### config.mk
export PLATFORM = sky130hd
export DESIGN_NAME = btss_front
export DESIGN_NICKNAME = d
export VERILOG_FILES = /design/src/sv/btss_pkg.sv /design/src/sv/btss_front.sv
export SDC_FILE = /design/constraint.sdc
export NUM_CORES = 1
export LEC_CHECK = 0
export BUFFER_PORTS_ARGS = -buffer_cell sky130_fd_sc_hd__buf_2
export CAP_MARGIN = 30
export CORE_ASPECT_RATIO = 1.75
export CORE_MARGIN = 2
export CORE_UTILIZATION = 31
export CTS_CLUSTER_DIAMETER = 200
export DETAILED_ROUTE_END_ITERATION = 16
export GPL_ROUTABILITY_DRIVEN = 0
export MAX_ROUTING_LAYER = met4
export PLACE_DENSITY_LB_ADDON = 0.1
export REMOVE_ABC_BUFFERS = 1
export SYNTH_ARGS = -nofsm -noshare
export SYNTH_HDL_FRONTEND = slang
export SYNTH_SLANG_ARGS = --single-unit
export TNS_END_PERCENT = 1
### constraint.sdc
create_clock -name clk -period 9.8 [get_ports clk]
set_input_delay 0.98 -clock clk [delete_from_list [all_inputs] [get_ports clk]]
set_output_delay 0.98 -clock clk [all_outputs]
set_load 0.05 [all_outputs]
### src/sv/btss_pkg.sv
`default_nettype none
package btss_pkg;

    localparam logic [2:0] KIND_CLEAR  = 3'd0;
    localparam logic [2:0] KIND_LOAD   = 3'd1;
    localparam logic [2:0] KIND_SAMPLE = 3'd2;
    localparam logic [2:0] KIND_CDF    = 3'd3;
    localparam logic [2:0] KIND_PMF    = 3'd4;

    localparam logic [2:0] ST_OK    = 3'd0;
    localparam logic [2:0] ST_DUP   = 3'd1;
    localparam logic [2:0] ST_FULL  = 3'd2;
    localparam logic [2:0] ST_EMPTY = 3'd3;
    localparam logic [2:0] ST_ZERO  = 3'd4;

    localparam logic signed [39:0] LOG2E_Q16 = 40'sd94548;
    localparam logic signed [28:0] T_LO = -29'sd268435456;
    localparam logic signed [28:0] T_HI = 29'sd201326592;
    localparam logic [39:0] PREFIX_MAX = 40'hFF_FFFF_FFFF;

    typedef enum logic [2:0] {
        OP_CLEAR,
        OP_LOAD,
        OP_SAMPLE,
        OP_CDF,
        OP_PMF,
        OP_NONE
    } op_t;

    typedef struct packed {
        op_t                op;
        logic signed [31:0] x_value;
        logic signed [31:0] energy;
        logic [31:0]        random_fraction;
    } item_t;

    typedef struct packed {
        logic [2:0]         status;
        logic signed [31:0] sampled_x;
        logic [7:0]         sampled_index;
        logic [31:0]        point_weight;
        logic [39:0]        cumulative_weight;
        logic signed [31:0] smallest_x;
        logic signed [31:0] largest_x;
        logic [8:0]         point_count;
    } result_t;

endpackage
`default_nettype wire

### src/sv/btss_front.sv
`default_nettype none
module btss_front (
    input  wire logic          clk,
    input  wire logic          rst_n,
    input  wire logic          in_valid,
    output logic               in_ready,
    input  wire logic [2:0]    in_kind,
    input  wire logic [31:0]   in_x,
    input  wire logic [31:0]   in_energy,
    input  wire logic [31:0]   in_random,
    output logic               q_valid,
    input  wire logic          q_ready,
    output btss_pkg::item_t    q_item
);
    import btss_pkg::*;

    item_t      q_reg [2];
    logic       wr_ptr_reg;
    logic       rd_ptr_reg;
    logic [1:0] cnt_reg;
    item_t      dec;
    logic       push;
    logic       pop;

    always_comb
    begin
        dec.x_value         = in_x;
        dec.energy          = in_energy;
        dec.random_fraction = in_random;
        case (in_kind)
            KIND_CLEAR:  dec.op = OP_CLEAR;
            KIND_LOAD:   dec.op = OP_LOAD;
            KIND_SAMPLE: dec.op = OP_SAMPLE;
            KIND_CDF:    dec.op = OP_CDF;
            KIND_PMF:    dec.op = OP_PMF;
            default:     dec.op = OP_NONE;
        endcase
    end

    assign in_ready = (cnt_reg != 2'd2);
    assign q_valid  = (cnt_reg != 2'd0);
    assign q_item   = q_reg[rd_ptr_reg];
    assign push     = in_valid && in_ready;
    assign pop      = q_valid && q_ready;

    always_ff @(posedge clk)
    begin
        if (push)
        begin
            q_reg[wr_ptr_reg] <= dec;
        end
    end

    always_ff @(posedge clk or negedge rst_n)
    begin
        if (!rst_n)
        begin
            wr_ptr_reg <= 1'b0;
            rd_ptr_reg <= 1'b0;
            cnt_reg    <= 2'd0;
        end
        else
        begin
            if (push)
            begin
                wr_ptr_reg <= !wr_ptr_reg;
            end
            if (pop)
            begin
                rd_ptr_reg <= !rd_ptr_reg;
            end
            cnt_reg <= cnt_reg + {1'b0, push} - {1'b0, pop};
        end
    end

endmodule
`default_nettype wire

==> metrics <==
outcome finished, final reports clean; Via density 4.331; measured slew at the worst slew-check pin 0.8650 ns; Die X about 120 um; EDFF count, synth a little under 200; Rel. slew slack 0.4233; synth cell count leaders 198 x edfxtp_1, 99 x mux2_2, 11 x buf_6, 4 x dfrtp_1; Final ANT Viol Nets 0; crit path buf inv count 2; Layout Cells excl Fill between 800 and 900; Pwr Total approximately 3.3 mW; synth top area cells edfxtp_1 80%, mux2_2 15%, buf_6 1.7%, dfrtp_1 1.3%, xnor2_1 0.35%; Seq. cell area 6050 um2; Worst-path clk slew about 0.060 ns; FFs w/ async S/R, synth 0.01980; register bit total from synthesis about 200; number of fill cells in the layout between 2000 and 2500; antenna violations before repair 1; Core Area 23430 um2; num ports roughly 200; syn_area_per_cell roughly 22 um2; Die H ~210 um; post-synth cell types 19; share of the synthesized area in the top cell type 0.8012; PwrDens 352.5 nW/um2; via count around 3800; unrepaired setup endpoints after global routing false; CTS buffer count 20; CP max FO 60; Skew-Pair Late Insertion Delay 0.48 ns; I/O Buffers ~200; clock root cell clkbuf_16; multi-input combinational cell area between 1000 and 1500 um2; Inst Count DP roughly 830; Met3 Routed Length about 1.2 mm; maximum clock rate ~270 MHz; Post-CTS Setup Bufs 0; clock skew 0.003841 ns; HP Class input pin to asynchronous set/reset pin; sequential element share of the synthesized area 0.8147; setup TNS 0 ns; crit end category output port; Row Count 74; count leader, synth edfxtp_1; cell area after synthesis 7421 um2; synth warn 0; uppermost layer routed met4; All-Layer GR Usage 0.1217; CP top delay family buffers and inverters; CP peak stage delay ~0.80 ns; layout cell share with drive strength beyond 1 0.5915; Leak roughly 3.4 nW; met2 wire len around 8.6 mm; die area approximately 25000 um2; WL final approximately 15 mm; Critical Path Source Type flip-flop; synthesis-to-finish area growth 25.61%; Initial Util 0.3168; drt first pass iters 4; grt ovf 0; synthesized instance count ~330; Yosys top cell by area edfxtp_1; Synth Flop Type edfxtp_1; CTS sink cnt around 200; hold_buf cts 0; largest net degree at the start of global routing 61; max-cap violations 0; final slew viol count 0; Cell Chain, Critical Path buf_4 > mux2_2 > buf_2; CTS tree yes; Final Cycle Share 0.3816; final hold violation count 0; Nets 654; vias in the first global route about 4200; initial DRC count 218; minimum clock period about 3.7 ns; CP Data Required Time approximately 8.8 ns; H-tree levels 1; max reg flops slightly below 200; DR WL/cell approximately 18 um; DRC 0; post-DP HPWL slightly above 10 mm; first-pass GRT wire length 22.85 mm; clock tree buffer depth 3; CP max stage cell dfrtp_4; maximum VDD drop approximately 210 uV; Final setup viols 0; critical path arrival roughly 2.8 ns; Routed met1 length 5.337 mm; post-CTS resize count 0; WS Path Type flip-flop to output port
==> layout make-up <==
| class | count | share of cell area |
|---|---|---|
| clock inverter | 9 | 0.004161 |
| timing repair buffer | 207 | 0.1122 |
| sequential | 202 | 0.6490 |
| antenna | 1 | 0.0002685 |
| tap | 304 | 0.04081 |
| multi-input combinational | 119 | 0.1352 |
| clock buffer | 26 | 0.05839 |
==> where the power goes <==
part / internal (mW) / switching [mW]
combinational: 0.353 / 0.981
clock: 0.389 / 0.299
sequential: 1.18 / 0.0798
total: 1.93 / 1.36
==> per-stage QoR <==
step	util	hold slack, ns	cell area, um2	worst slack [ns]
2_1_floorplan	-	0.4602	7293	4.046
3_3_place_gp	0.3729	0.5424	8736	6.506
3_5_place_dp	0.3729	0.5479	8736	6.504
4_1_cts	0.3978	0.2775	9319	5.971
5_1_grt	0.3979	0.2833	9321	5.883
6_report	0.3979	0.3031	9321	6.060
==> placed cells by master, fill, tap and decap left out <==
cell / synthesis / layout
ha_1: 1 / 1
clkbuf_1: 1 / 5
dfrtp_4: 0 / 1
nor2b_1: 2 / 2
a211oi_1: 1 / 1
nand2b_1: 1 / 1
edfxtp_1: 198 / 198
o21ai_0: 1 / 1
diode_2: 0 / 1
buf_4: 0 / 4
nor2_1: 3 / 2
clkinvlp_4: 0 / 1
clkinv_2: 0 / 1
a21bo_1: 1 / 1
clkbuf_16: 0 / 21
and3_4: 0 / 1
nand3_1: 1 / 1
a32oi_1: 1 / 1
dfrtp_1: 4 / 3
or2_2: 1 / 1
nand2_1: 2 / 2
buf_2: 0 / 203
a21o_1: 1 / 1
clkinv_1: 0 / 7
xnor2_1: 3 / 3
mux2_2: 99 / 99
nor2_4: 0 / 1
==> path summary, 6_finish.rpt <==
path                       slack [ns]  cells past startpoint  startpoint            to
max                              6.06                      3  rd_ptr_reg    q_item[68]
max reg2reg                      7.26                      5  cnt_reg[0]  q_reg[0][13]
max in group asynchronous        9.35                      1       rst_n    rd_ptr_reg
min reg2reg                      0.55                      1  wr_ptr_reg    wr_ptr_reg
min in group clk                 0.55                      1  wr_ptr_reg    wr_ptr_reg
min                              0.30                      1       rst_n    rd_ptr_reg
==> cells by family after synthesis <==
| group | share of synthesized area |
|---|---|
| muxes | 0.1502 |
| xor gates and xnor gates | 0.003541 |
| buffers and inverters | 0.01720 |
| DFF | 0.8147 |
| AOI/OAI and AO/OA | 0.005227 |
| and+or+nand+nor | 0.007420 |
| adders and majority gates | 0.001686 |
==> layer usage <==
layer	up-vias	GRT usage
met4	0	0.03809
met3	21	0.03548
li1	1758	-
met1	1849	0.1229
met2	131	0.2220
met5	-	-
No activity file was read; power rests on OpenSTA's default activity.
